--- src/rtl/sha1bs_pkg.sv ---
// sha1bs_pkg: shared types, codes and constants for the SHA-1 byte stream hasher
// no dependencies; used by the controller, datapath and top level
`default_nettype none
package sha1bs_pkg;

  localparam logic OP_ABSORB = 1'b0;
  localparam logic OP_FINISH = 1'b1;

  localparam int DIGEST_WORDS = 5;
  localparam int ROUNDS       = 80;

  localparam logic [2:0] LAST_WORD_IDX  = 3'd4;
  localparam logic [6:0] LAST_ROUND     = 7'd79;
  localparam logic [6:0] MSG_ROUNDS     = 7'd16;
  localparam logic [6:0] FN_PAR1_START  = 7'd20;
  localparam logic [6:0] FN_MAJ_START   = 7'd40;
  localparam logic [6:0] FN_PAR2_START  = 7'd60;
  localparam logic [5:0] FILL_LAST      = 6'd63;
  localparam logic [5:0] LEN_FILL       = 6'd56;
  localparam logic [2:0] LEN_LAST       = 3'd7;
  localparam logic [7:0] PAD_MARK_BYTE  = 8'h80;
  localparam logic [63:0] BITS_PER_BYTE = 64'd8;

  localparam logic [31:0] IV0 = 32'h67452301;
  localparam logic [31:0] IV1 = 32'hEFCDAB89;
  localparam logic [31:0] IV2 = 32'h98BADCFE;
  localparam logic [31:0] IV3 = 32'h10325476;
  localparam logic [31:0] IV4 = 32'hC3D2E1F0;

  localparam logic [31:0] K_CH   = 32'h5A827999;
  localparam logic [31:0] K_PAR1 = 32'h6ED9EBA1;
  localparam logic [31:0] K_MAJ  = 32'h8F1BBCDC;
  localparam logic [31:0] K_PAR2 = 32'hCA62C1D6;

  typedef enum logic [2:0] {
    S_IDLE,
    S_PAD,
    S_ROUND,
    S_FINAL,
    S_EMIT
  } state_t;

  typedef enum logic [1:0] {
    PAD_MARK,
    PAD_ZERO,
    PAD_LEN,
    PAD_DONE
  } pad_t;

  typedef enum logic [1:0] {
    FN_CH,
    FN_PAR1,
    FN_MAJ,
    FN_PAR2
  } round_fn_t;

  typedef enum logic [1:0] {
    SEL_DATA,
    SEL_MARK,
    SEL_ZERO,
    SEL_LEN
  } byte_sel_t;

  typedef struct packed {
    logic      push;
    byte_sel_t byte_sel;
    logic [2:0] len_idx;
    logic      count_bits;
    logic      load_work;
    logic      round_en;
    logic      msg_direct;
    round_fn_t round_fn;
    logic      add_hash;
    logic      init;
    logic [2:0] emit_idx;
  } dp_cmd_t;

  typedef struct packed {
    logic fill_full;
    logic fill_at_len;
  } dp_status_t;

endpackage
`default_nettype wire

--- src/rtl/sha1bs_if.sv ---
// sha1bs_msg_if and sha1bs_digest_if: valid/ready channels for message and digest beats
// depends on nothing; payload widths follow the field definitions
`default_nettype none
interface sha1bs_msg_if;
  logic       valid;
  logic       ready;
  logic       op;
  logic [7:0] data_byte;

  modport source (output valid, output op, output data_byte, input ready);
  modport sink (input valid, input op, input data_byte, output ready);
endinterface

interface sha1bs_digest_if;
  logic        valid;
  logic        ready;
  logic [31:0] digest_word;
  logic [2:0]  word_index;
  logic        last_word;

  modport source (output valid, output digest_word, output word_index, output last_word,
                  input ready);
  modport sink (input valid, input digest_word, input word_index, input last_word,
                output ready);
endinterface
`default_nettype wire

--- src/rtl/sha1_byte_stream_hash.sv ---
// sha1_byte_stream_hash: SHA-1 over a byte stream, one message byte per beat
// depends on sha1bs_pkg, sha1bs_if, sha1bs_ctrl and sha1bs_dp
// An absorb beat (op 0) pushes its byte into the block; the 64th byte of a block then holds off
// input while the compression runs one round per cycle through a single round unit (80 rounds)
// and then folds the result into the chaining words. A finish beat (op 1)
// pads the block (0x80, zeros up to byte 56, the 64-bit big-endian bit length),
// runs one or two compressions, and then presents the five digest words, word 0 first, one
// per beat on the digest channel; no new byte is taken until the last word is taken. The
// state then returns to the initial chaining values, ready for the next message.
`default_nettype none
module sha1_byte_stream_hash (
  input  wire logic             clk,
  input  wire logic             rst,
  sha1bs_msg_if.sink            msg,
  sha1bs_digest_if.source       digest
);

  sha1bs_pkg::dp_cmd_t    cmd;
  sha1bs_pkg::dp_status_t status;

  sha1bs_ctrl u_ctrl (
    .clk        (clk),
    .rst        (rst),
    .in_valid   (msg.valid),
    .in_op      (msg.op),
    .in_ready   (msg.ready),
    .out_valid  (digest.valid),
    .out_ready  (digest.ready),
    .word_index (digest.word_index),
    .last_word  (digest.last_word),
    .cmd        (cmd),
    .status     (status)
  );

  sha1bs_dp u_dp (
    .clk         (clk),
    .rst         (rst),
    .cmd         (cmd),
    .data_byte   (msg.data_byte),
    .status      (status),
    .digest_word (digest.digest_word)
  );

endmodule
`default_nettype wire

--- src/rtl/sha1bs_ctrl.sv ---
// sha1bs_ctrl: controller state machine sequencing absorb, padding, rounds and digest output
// depends on sha1bs_pkg
`default_nettype none
module sha1bs_ctrl (
  input  wire logic                  clk,
  input  wire logic                  rst,
  input  wire logic                  in_valid,
  input  wire logic                  in_op,
  output logic                       in_ready,
  output logic                       out_valid,
  input  wire logic                  out_ready,
  output logic [2:0]                 word_index,
  output logic                       last_word,
  output sha1bs_pkg::dp_cmd_t        cmd,
  input  wire sha1bs_pkg::dp_status_t status
);

  sha1bs_pkg::state_t state, state_next;
  sha1bs_pkg::pad_t   pad_phase, pad_phase_next;
  logic [2:0] len_idx, len_idx_next;
  logic [6:0] round_cnt, round_cnt_next;
  logic [2:0] emit_idx, emit_idx_next;
  logic       finishing, finishing_next;

  always_ff @(posedge clk) begin
    if (rst) begin
      state     <= sha1bs_pkg::S_IDLE;
      pad_phase <= sha1bs_pkg::PAD_MARK;
      len_idx   <= '0;
      round_cnt <= '0;
      emit_idx  <= '0;
      finishing <= 1'b0;
    end else begin
      state     <= state_next;
      pad_phase <= pad_phase_next;
      len_idx   <= len_idx_next;
      round_cnt <= round_cnt_next;
      emit_idx  <= emit_idx_next;
      finishing <= finishing_next;
    end
  end

  // outputs and datapath commands
  always_comb begin
    cmd        = '0;
    cmd.len_idx  = len_idx;
    cmd.emit_idx = emit_idx;
    in_ready   = 1'b0;
    out_valid  = 1'b0;
    word_index = emit_idx;
    last_word  = (emit_idx == sha1bs_pkg::LAST_WORD_IDX);
    unique case (state)
      sha1bs_pkg::S_IDLE: begin
        in_ready = 1'b1;
        if (in_valid && in_op == sha1bs_pkg::OP_ABSORB) begin
          cmd.push       = 1'b1;
          cmd.byte_sel   = sha1bs_pkg::SEL_DATA;
          cmd.count_bits = 1'b1;
        end
      end
      sha1bs_pkg::S_PAD: begin
        unique case (pad_phase)
          sha1bs_pkg::PAD_MARK: begin
            cmd.push     = 1'b1;
            cmd.byte_sel = sha1bs_pkg::SEL_MARK;
          end
          sha1bs_pkg::PAD_ZERO: begin
            cmd.push     = !status.fill_at_len;
            cmd.byte_sel = sha1bs_pkg::SEL_ZERO;
          end
          sha1bs_pkg::PAD_LEN: begin
            cmd.push     = 1'b1;
            cmd.byte_sel = sha1bs_pkg::SEL_LEN;
          end
          sha1bs_pkg::PAD_DONE: begin
            cmd.push = 1'b0;
          end
          default: cmd.push = 1'b0;
        endcase
      end
      sha1bs_pkg::S_ROUND: begin
        cmd.round_en   = 1'b1;
        cmd.msg_direct = (round_cnt < sha1bs_pkg::MSG_ROUNDS);
        priority if (round_cnt < sha1bs_pkg::FN_PAR1_START) cmd.round_fn = sha1bs_pkg::FN_CH;
        else if (round_cnt < sha1bs_pkg::FN_MAJ_START) cmd.round_fn = sha1bs_pkg::FN_PAR1;
        else if (round_cnt < sha1bs_pkg::FN_PAR2_START) cmd.round_fn = sha1bs_pkg::FN_MAJ;
        else cmd.round_fn = sha1bs_pkg::FN_PAR2;
      end
      sha1bs_pkg::S_FINAL: begin
        cmd.add_hash = 1'b1;
      end
      sha1bs_pkg::S_EMIT: begin
        out_valid = 1'b1;
        cmd.init  = out_ready && (emit_idx == sha1bs_pkg::LAST_WORD_IDX);
      end
      default: in_ready = 1'b0;
    endcase
    cmd.load_work = cmd.push && status.fill_full;
  end

  // next state
  always_comb begin
    state_next     = state;
    pad_phase_next = pad_phase;
    len_idx_next   = len_idx;
    round_cnt_next = round_cnt;
    emit_idx_next  = emit_idx;
    finishing_next = finishing;
    unique case (state)
      sha1bs_pkg::S_IDLE: begin
        if (in_valid) begin
          if (in_op == sha1bs_pkg::OP_FINISH) begin
            finishing_next = 1'b1;
            pad_phase_next = sha1bs_pkg::PAD_MARK;
            state_next     = sha1bs_pkg::S_PAD;
          end else if (status.fill_full) begin
            round_cnt_next = '0;
            state_next     = sha1bs_pkg::S_ROUND;
          end
        end
      end
      sha1bs_pkg::S_PAD: begin
        unique case (pad_phase)
          sha1bs_pkg::PAD_MARK: pad_phase_next = sha1bs_pkg::PAD_ZERO;
          sha1bs_pkg::PAD_ZERO: begin
            if (status.fill_at_len) begin
              pad_phase_next = sha1bs_pkg::PAD_LEN;
              len_idx_next   = '0;
            end
          end
          sha1bs_pkg::PAD_LEN: begin
            len_idx_next = len_idx + 3'd1;
            if (len_idx == sha1bs_pkg::LEN_LAST) pad_phase_next = sha1bs_pkg::PAD_DONE;
          end
          sha1bs_pkg::PAD_DONE: pad_phase_next = pad_phase;
          default: pad_phase_next = pad_phase;
        endcase
        if (cmd.load_work) begin
          round_cnt_next = '0;
          state_next     = sha1bs_pkg::S_ROUND;
        end
      end
      sha1bs_pkg::S_ROUND: begin
        round_cnt_next = round_cnt + 7'd1;
        if (round_cnt == sha1bs_pkg::LAST_ROUND) state_next = sha1bs_pkg::S_FINAL;
      end
      sha1bs_pkg::S_FINAL: begin
        if (!finishing) begin
          state_next = sha1bs_pkg::S_IDLE;
        end else if (pad_phase == sha1bs_pkg::PAD_DONE) begin
          emit_idx_next = '0;
          state_next    = sha1bs_pkg::S_EMIT;
        end else begin
          state_next = sha1bs_pkg::S_PAD;
        end
      end
      sha1bs_pkg::S_EMIT: begin
        if (out_ready) begin
          if (emit_idx == sha1bs_pkg::LAST_WORD_IDX) begin
            finishing_next = 1'b0;
            state_next     = sha1bs_pkg::S_IDLE;
          end else begin
            emit_idx_next = emit_idx + 3'd1;
          end
        end
      end
      default: state_next = sha1bs_pkg::S_IDLE;
    endcase
  end

  a_round_range: assert property (@(posedge clk) disable iff (rst)
    (state == sha1bs_pkg::S_ROUND) |-> (round_cnt <= sha1bs_pkg::LAST_ROUND))
    else $error("round counter out of range");

  a_final_emit: assert property (@(posedge clk) disable iff (rst)
    (state == sha1bs_pkg::S_FINAL && finishing && pad_phase == sha1bs_pkg::PAD_DONE)
      |=> (state == sha1bs_pkg::S_EMIT && emit_idx == 3'd0))
    else $error("digest output did not follow last compression");

  a_emit_idx: assert property (@(posedge clk) disable iff (rst)
    (state == sha1bs_pkg::S_EMIT) |-> (emit_idx <= sha1bs_pkg::LAST_WORD_IDX))
    else $error("digest word index out of range");

endmodule
`default_nettype wire

--- src/rtl/sha1bs_dp.sv ---
// sha1bs_dp: datapath with block shift buffer, rolling schedule, round logic and chaining words
// depends on sha1bs_pkg; driven by sha1bs_ctrl commands
`default_nettype none
module sha1bs_dp (
  input  wire logic                  clk,
  input  wire logic                  rst,
  input  wire sha1bs_pkg::dp_cmd_t   cmd,
  input  wire logic [7:0]            data_byte,
  output sha1bs_pkg::dp_status_t     status,
  output logic [31:0]                digest_word
);

  logic [511:0] blk;
  logic [5:0]   fill;
  logic [63:0]  bit_count;
  logic [31:0]  hw [sha1bs_pkg::DIGEST_WORDS];
  logic [31:0]  a, b, c, d, e;

  logic [7:0]  push_byte;
  logic [63:0] len_shifted;
  logic [31:0] sched_x, wr, f, k, t;

  assign status.fill_full   = (fill == sha1bs_pkg::FILL_LAST);
  assign status.fill_at_len = (fill == sha1bs_pkg::LEN_FILL);

  assign len_shifted = bit_count << {cmd.len_idx, 3'b000};

  always_comb begin
    unique case (cmd.byte_sel)
      sha1bs_pkg::SEL_DATA: push_byte = data_byte;
      sha1bs_pkg::SEL_MARK: push_byte = sha1bs_pkg::PAD_MARK_BYTE;
      sha1bs_pkg::SEL_ZERO: push_byte = 8'h00;
      sha1bs_pkg::SEL_LEN:  push_byte = len_shifted[63:56];
      default:              push_byte = 8'h00;
    endcase
  end

  // words 0, 2, 8 and 13 of the window, counted from the oldest
  assign sched_x = blk[511:480] ^ blk[447:416] ^ blk[255:224] ^ blk[95:64];
  assign wr = cmd.msg_direct ? blk[511:480] : {sched_x[30:0], sched_x[31]};

  always_comb begin
    unique case (cmd.round_fn)
      sha1bs_pkg::FN_CH: begin
        f = (b & c) | (~b & d);
        k = sha1bs_pkg::K_CH;
      end
      sha1bs_pkg::FN_PAR1: begin
        f = b ^ c ^ d;
        k = sha1bs_pkg::K_PAR1;
      end
      sha1bs_pkg::FN_MAJ: begin
        f = (b & c) | (b & d) | (c & d);
        k = sha1bs_pkg::K_MAJ;
      end
      sha1bs_pkg::FN_PAR2: begin
        f = b ^ c ^ d;
        k = sha1bs_pkg::K_PAR2;
      end
      default: begin
        f = b ^ c ^ d;
        k = sha1bs_pkg::K_PAR2;
      end
    endcase
  end

  assign t = {a[26:0], a[31:27]} + f + e + k + wr;

  always_ff @(posedge clk) begin
    if (cmd.push) begin
      blk <= {blk[503:0], push_byte};
    end else if (cmd.round_en) begin
      blk <= {blk[479:0], wr};
    end
  end

  always_ff @(posedge clk) begin
    if (cmd.load_work) begin
      a <= hw[0];
      b <= hw[1];
      c <= hw[2];
      d <= hw[3];
      e <= hw[4];
    end else if (cmd.round_en) begin
      e <= d;
      d <= c;
      c <= {b[1:0], b[31:2]};
      b <= a;
      a <= t;
    end
  end

  always_ff @(posedge clk) begin
    if (rst || cmd.init) begin
      fill      <= '0;
      bit_count <= '0;
      hw[0]     <= sha1bs_pkg::IV0;
      hw[1]     <= sha1bs_pkg::IV1;
      hw[2]     <= sha1bs_pkg::IV2;
      hw[3]     <= sha1bs_pkg::IV3;
      hw[4]     <= sha1bs_pkg::IV4;
    end else begin
      if (cmd.push) fill <= fill + 6'd1;
      if (cmd.count_bits) bit_count <= bit_count + sha1bs_pkg::BITS_PER_BYTE;
      if (cmd.add_hash) begin
        hw[0] <= hw[0] + a;
        hw[1] <= hw[1] + b;
        hw[2] <= hw[2] + c;
        hw[3] <= hw[3] + d;
        hw[4] <= hw[4] + e;
      end
    end
  end

  always_comb begin
    unique case (cmd.emit_idx)
      3'd0:    digest_word = hw[0];
      3'd1:    digest_word = hw[1];
      3'd2:    digest_word = hw[2];
      3'd3:    digest_word = hw[3];
      3'd4:    digest_word = hw[4];
      default: digest_word = hw[4];
    endcase
  end

  a_fill_wrap: assert property (@(posedge clk) disable iff (rst)
    (cmd.push && !cmd.init && fill == sha1bs_pkg::FILL_LAST) |=> (fill == 6'd0))
    else $error("buffer fill did not wrap on a full block");

  a_init_clear: assert property (@(posedge clk) disable iff (rst)
    cmd.init |=> (fill == 6'd0 && bit_count == 64'd0 && hw[0] == sha1bs_pkg::IV0))
    else $error("state not restored after digest");

endmodule
`default_nettype wire
--- src/flat_wrapper.sv ---
// flat-port wrapper written by rule: the top's interface ports become plain ports
module sha1_byte_stream_hash_flat 
  (clk, rst, msg_valid, msg_op, msg_data_byte, msg_ready, digest_valid, digest_digest_word, digest_word_index, digest_last_word, digest_ready);
  sha1bs_msg_if msg_i ();
  sha1bs_digest_if digest_i ();
  input  wire logic clk;
  input  wire logic rst;
  input wire logic [$bits(msg_i.valid)-1:0] msg_valid;
  input wire logic [$bits(msg_i.op)-1:0] msg_op;
  input wire logic [$bits(msg_i.data_byte)-1:0] msg_data_byte;
  output wire logic [$bits(msg_i.ready)-1:0] msg_ready;
  output wire logic [$bits(digest_i.valid)-1:0] digest_valid;
  output wire logic [$bits(digest_i.digest_word)-1:0] digest_digest_word;
  output wire logic [$bits(digest_i.word_index)-1:0] digest_word_index;
  output wire logic [$bits(digest_i.last_word)-1:0] digest_last_word;
  input wire logic [$bits(digest_i.ready)-1:0] digest_ready;
  assign msg_i.valid = msg_valid;
  assign msg_i.op = msg_op;
  assign msg_i.data_byte = msg_data_byte;
  assign msg_ready = msg_i.ready;
  assign digest_valid = digest_i.valid;
  assign digest_digest_word = digest_i.digest_word;
  assign digest_word_index = digest_i.word_index;
  assign digest_last_word = digest_i.last_word;
  assign digest_i.ready = digest_ready;
  sha1_byte_stream_hash u_core (.clk(clk), .rst(rst), .msg(msg_i), .digest(digest_i));
endmodule
--- config.mk ---
export PLATFORM = sky130hd
export DESIGN_NAME = sha1_byte_stream_hash_flat
export DESIGN_NICKNAME = d
export VERILOG_FILES = /design/src/rtl/sha1bs_pkg.sv /design/src/rtl/sha1bs_if.sv /design/src/rtl/sha1_byte_stream_hash.sv /design/src/rtl/sha1bs_ctrl.sv /design/src/rtl/sha1bs_dp.sv /design/src/flat_wrapper.sv
export SDC_FILE = /design/constraint.sdc
export NUM_CORES = 2
export LEC_CHECK = 0
export ABC_AREA = 0
export BUFFER_PORTS_ARGS = -buffer_cell sky130_fd_sc_hd__buf_2
export CAP_MARGIN = 20
export CORE_AREA = 2 2 344 346
export CTS_CLUSTER_DIAMETER = 100
export DETAILED_ROUTE_END_ITERATION = 6
export DIE_AREA = 0 0 346 348
export GPL_TIMING_DRIVEN = 0
export MAX_ROUTING_LAYER = met4
export PLACE_DENSITY_LB_ADDON = 0.1
export SLEW_MARGIN = 10
export SYNTH_ARGS = -nofsm -noshare
export SYNTH_HDL_FRONTEND = slang
export SYNTH_SLANG_ARGS = --single-unit
--- constraint.sdc ---
create_clock -name clk -period 12.86 [get_ports clk]
set_input_delay 0.643 -clock clk [delete_from_list [all_inputs] [get_ports clk]]
set_output_delay 0.643 -clock clk [all_outputs]
set_load 0.02 [all_outputs]
==> results.yml <==
floorplanning:
  io_pins: 51
  chipHeight_microns: 348
  rows: 126
  core_area_sq_mm: 0.117
  die_area_sq_mm: 0.120
  initial_core_util_pct: 45.6
  die_w_microns: 346
timing:
  rsz0062_at_grt: "false"
  report.final.setup_viol: 0
  setup_slack_ns: 3.15
  worstMarginPinSlew_ns: 1.32
  fin_worst_skew_ns: 0.0308
  fin_tns_setup_ns: 0
  slew_violations: 0
  period_share_pct: 75.5
  max_freq_mhz: 103
  hold_viol: 0
  fin_crit_ns: 9.71
  slew_headroom_pct: 12.0
clock_network:
  cts_sinks: 918
  htree_levels: 3
  clock_path_buffers: 3
  cts-root-buf: "clkbuf_16"
  post_cts_resize_count: 0
  cts_hold_buf: 0
  insertion_delay_ns: 0.72
  cts_tree: "built"
  numCtsBuffers: 106
  post-cts-setup-buffers: 0
  clk_pin_slew_ns: 0.06
setup_path:
  end_kind: "register"
  r2r_start: "u_core.u_ctrl.state[1]$_SDFFE_PP0P_"
  cp.required_ns: 13.28
  crit_arrival_ns: 10.12
  worstSetupStartpointType: "register"
  r2r-end: "u_core.u_dp.a[29]$_DFFE_PP_"
  r2r_slack_ns: 3.15
  ff2ff_path_depth: 22
  critical_path_class: "register to register"
  path_max_fanout: 10
pwr:
  cellLeakagePower_nw: 24.0
  clkPwrFrac_pct: 35.4
  peakVddDrop_uv: 127
  p_sw_share_pct: 30.1
  p_int_mw: 5.97
  p_switching_mw: 2.57
  pwr_density_cell_mw_per_mm2: 144
  combPwrFrac_pct: 21.4
  pwr-share-seq_pct: 43.2
place:
  gp_congestion: 0.960
  dp_hpwl_microns: 133000
  dpl_cell_area_sq_mm: 0.0559
  post-place-ws_ns: 3.63
  io_buffers: 50
global_route:
  grt_max_degree: 105
  grt_pass1_wl_microns: 254000
  grt_usage_pct: 29.1
  gr-total-overflow: 0
  antenna_found_initial: 12
  first_global_vias: 39210
routing:
  first_pass_iters: 6
  vias: 41606
  routed_wirelength_microns: 172000
  drc_errors: 0
  wire_per_inst_microns: 23.1
  viasPerCell: 5.61
  antenna_left: 0
  first_iter_violations: 4811
layout:
  area_growth_pct: 11.3
  multi_input_area_sq_mm: 0.0248
  fillCellCount: 10957
  design_area_sq_mm: 0.0593
  regArea_sq_mm: 0.0267
  drive_gt1_share_pct: 4.68
  nets: 6142
min_path:
  min_path_cells: 4
  min_from: "digest_ready"
  worstHoldEndpoint: "u_core.u_ctrl.state[2]$_SDFFE_PP0P_"
  hold_path.class: "input pin to register"
synth:
  syn-mean-instance-area_sq_um: 9.51
  synth_edf_count: 832
  yosys_register_bits: 918
  synthesis.area_sq_mm: 0.0533
  synth_ff_type: "edfxtp_1"
  yosysTopAreaCellShare_pct: 46.9
  syn_nets: 5956
  synth_warnings: 0
  synth_seq_area_share_pct: 50.1
  async_flop_share_pct: 0
  netlist_instances: 5605
  yosysTopAreaCell: "edfxtp_1"
  synth_cell_types: 80
  yosys-top-cells-area: "edfxtp_1 (47%), nand2_1 (15%), ha_1 (5.0%)"
status:
  outcome: "finished clean"
run:
  cap_violations: 0
registers in the layout, indices dropped and copies added, names as in the netlist:
signal and flops:
u_core.u_ctrl.finishing 1, u_core.u_ctrl.len_idx 3, u_core.u_ctrl.pad_phase 2, u_core.u_ctrl.round_cnt 7, u_core.u_ctrl.state 3, u_core.u_ctrl.word_index 3
u_core.u_dp.a 32, u_core.u_dp.b 32, u_core.u_dp.bit_count 61, u_core.u_dp.blk 512, u_core.u_dp.c 32, u_core.u_dp.d 32
u_core.u_dp.e 32, u_core.u_dp.fill 6, u_core.u_dp.hw 160
worst max-delay path, cell delays in order, from the launching register on:
cell	delay, ns
dfxtp_1	0.33
buf_2	0.20
nor3b_2	0.52
o31a_1	0.79
clkbuf_1	0.81
inv_1	0.64
ha_1	0.45
clkbuf_1	0.42
clkbuf_1	0.39
clkbuf_1	0.43
a21oi_1	0.40
fa_1	0.50
fa_1	0.48
ha_1	0.36
a21oi_1	0.18
o21ai_0	0.15
and3_1	0.21
a211oi_1	0.51
o21ai_0	0.48
a221o_1	0.49
a221oi_1	0.33
xor2_1	0.18
a21oi_1	0.12
cell usage in the layout, fill, tap and decap left out, types with 125 or more instances in the layout:
cell / count
xnor2_1: 192
edfxtp_1: 832
fa_1: 125
ha_1: 213
nand2_1: 2060
o21ai_0: 213
a21oi_1: 188
clkbuf_1: 265
inv_1: 229
nor2_1: 277
power by group through the flow:
stage | registers (mW) | clock network (mW) | logic, mW
after floorplan | 3.72 | 0 | 1.32
after global placement | 3.81 | 0 | 1.74
after detailed placement | 3.74 | 0 | 1.79
after CTS | 3.68 | 3.07 | 1.81
after global routing | 3.70 | 3.17 | 2.07
final | 3.69 | 3.02 | 1.83
Yosys cell counts, types with 57 or more instances:
| cell type | count |
|---|---|
| xnor2_1 | 192 |
| nor3_1 | 63 |
| nand3_1 | 57 |
| dfxtp_1 | 86 |
| a22oi_1 | 65 |
| a21o_1 | 92 |
| inv_1 | 230 |
| ha_1 | 213 |
| o21ai_0 | 215 |
| clkbuf_1 | 229 |
| a31oi_1 | 61 |
| fa_1 | 125 |
| nor2_1 | 277 |
| nand2_1 | 2061 |
| a21oi_1 | 188 |
| xor2_1 | 108 |
| edfxtp_1 | 832 |
cell families after synthesis:
family,count (synthesis),synth area share (%)
and+or+nand+nor,2666,20.3
AOI/OAI and AO/OA,848,10.2
muxes,56,1.40
buffers and inverters,479,3.41
adders and majority gates,338,9.69
DFF,918,50.1
xor gates and xnor gates,300,4.93
final cells by class:
cell class                 instances  area share [%]
sequential                       918            45.0
multi-input combinational       4208            41.8
clock buffer                     146            4.78
tap                             1536            3.24
buffer                           248            1.61
inverter                         231            1.48
timing repair buffer              78            1.11
clock inverter                    48           0.924
antenna                            3          0.0127
metal layers:
metal | wire, microns | GRT usage (%)
met5 | 0 | -
met4 | 4570 | 7.68
met3 | 15000 | 6.05
met2 | 72300 | 41.3
met1 | 79700 | 42.2
how the worst max path moves through the flow:
stage                                                  startpoint                        endpoint  slack, ns  cells after the start
after global placement    u_core.u_ctrl.pad_phase[0]$_SDFFE_PP0P_  u_core.u_dp.blk[361]$_DFFE_PP_       0.31                      9
after CTS                     u_core.u_ctrl.state[1]$_SDFFE_PP0P_     u_core.u_dp.a[30]$_DFFE_PP_       3.57                     23
final                         u_core.u_ctrl.state[1]$_SDFFE_PP0P_     u_core.u_dp.a[29]$_DFFE_PP_       3.15                     22
after detailed placement      u_core.u_ctrl.state[1]$_SDFFE_PP0P_     u_core.u_dp.a[30]$_DFFE_PP_       3.63                     23
after floorplan           u_core.u_ctrl.pad_phase[0]$_SDFFE_PP0P_    u_core.u_dp.blk[0]$_DFFE_PP_       4.30                      9
after global routing          u_core.u_ctrl.state[1]$_SDFFE_PP0P_     u_core.u_dp.a[30]$_DFFE_PP_       2.88                     23
per-stage QoR:
step,power [mW],cells,utilization [%],hold slack [ns]
after floorplan,5.04,5605,-,0.454
after global placement,5.56,7191,47.4,0.466
after detailed placement,5.54,7217,47.8,0.471
after CTS,8.56,7411,50.7,0.216
after global routing,8.94,7414,50.7,0.270
final,8.54,7416,50.7,0.261
No activity file was read; power rests on OpenSTA's default activity.
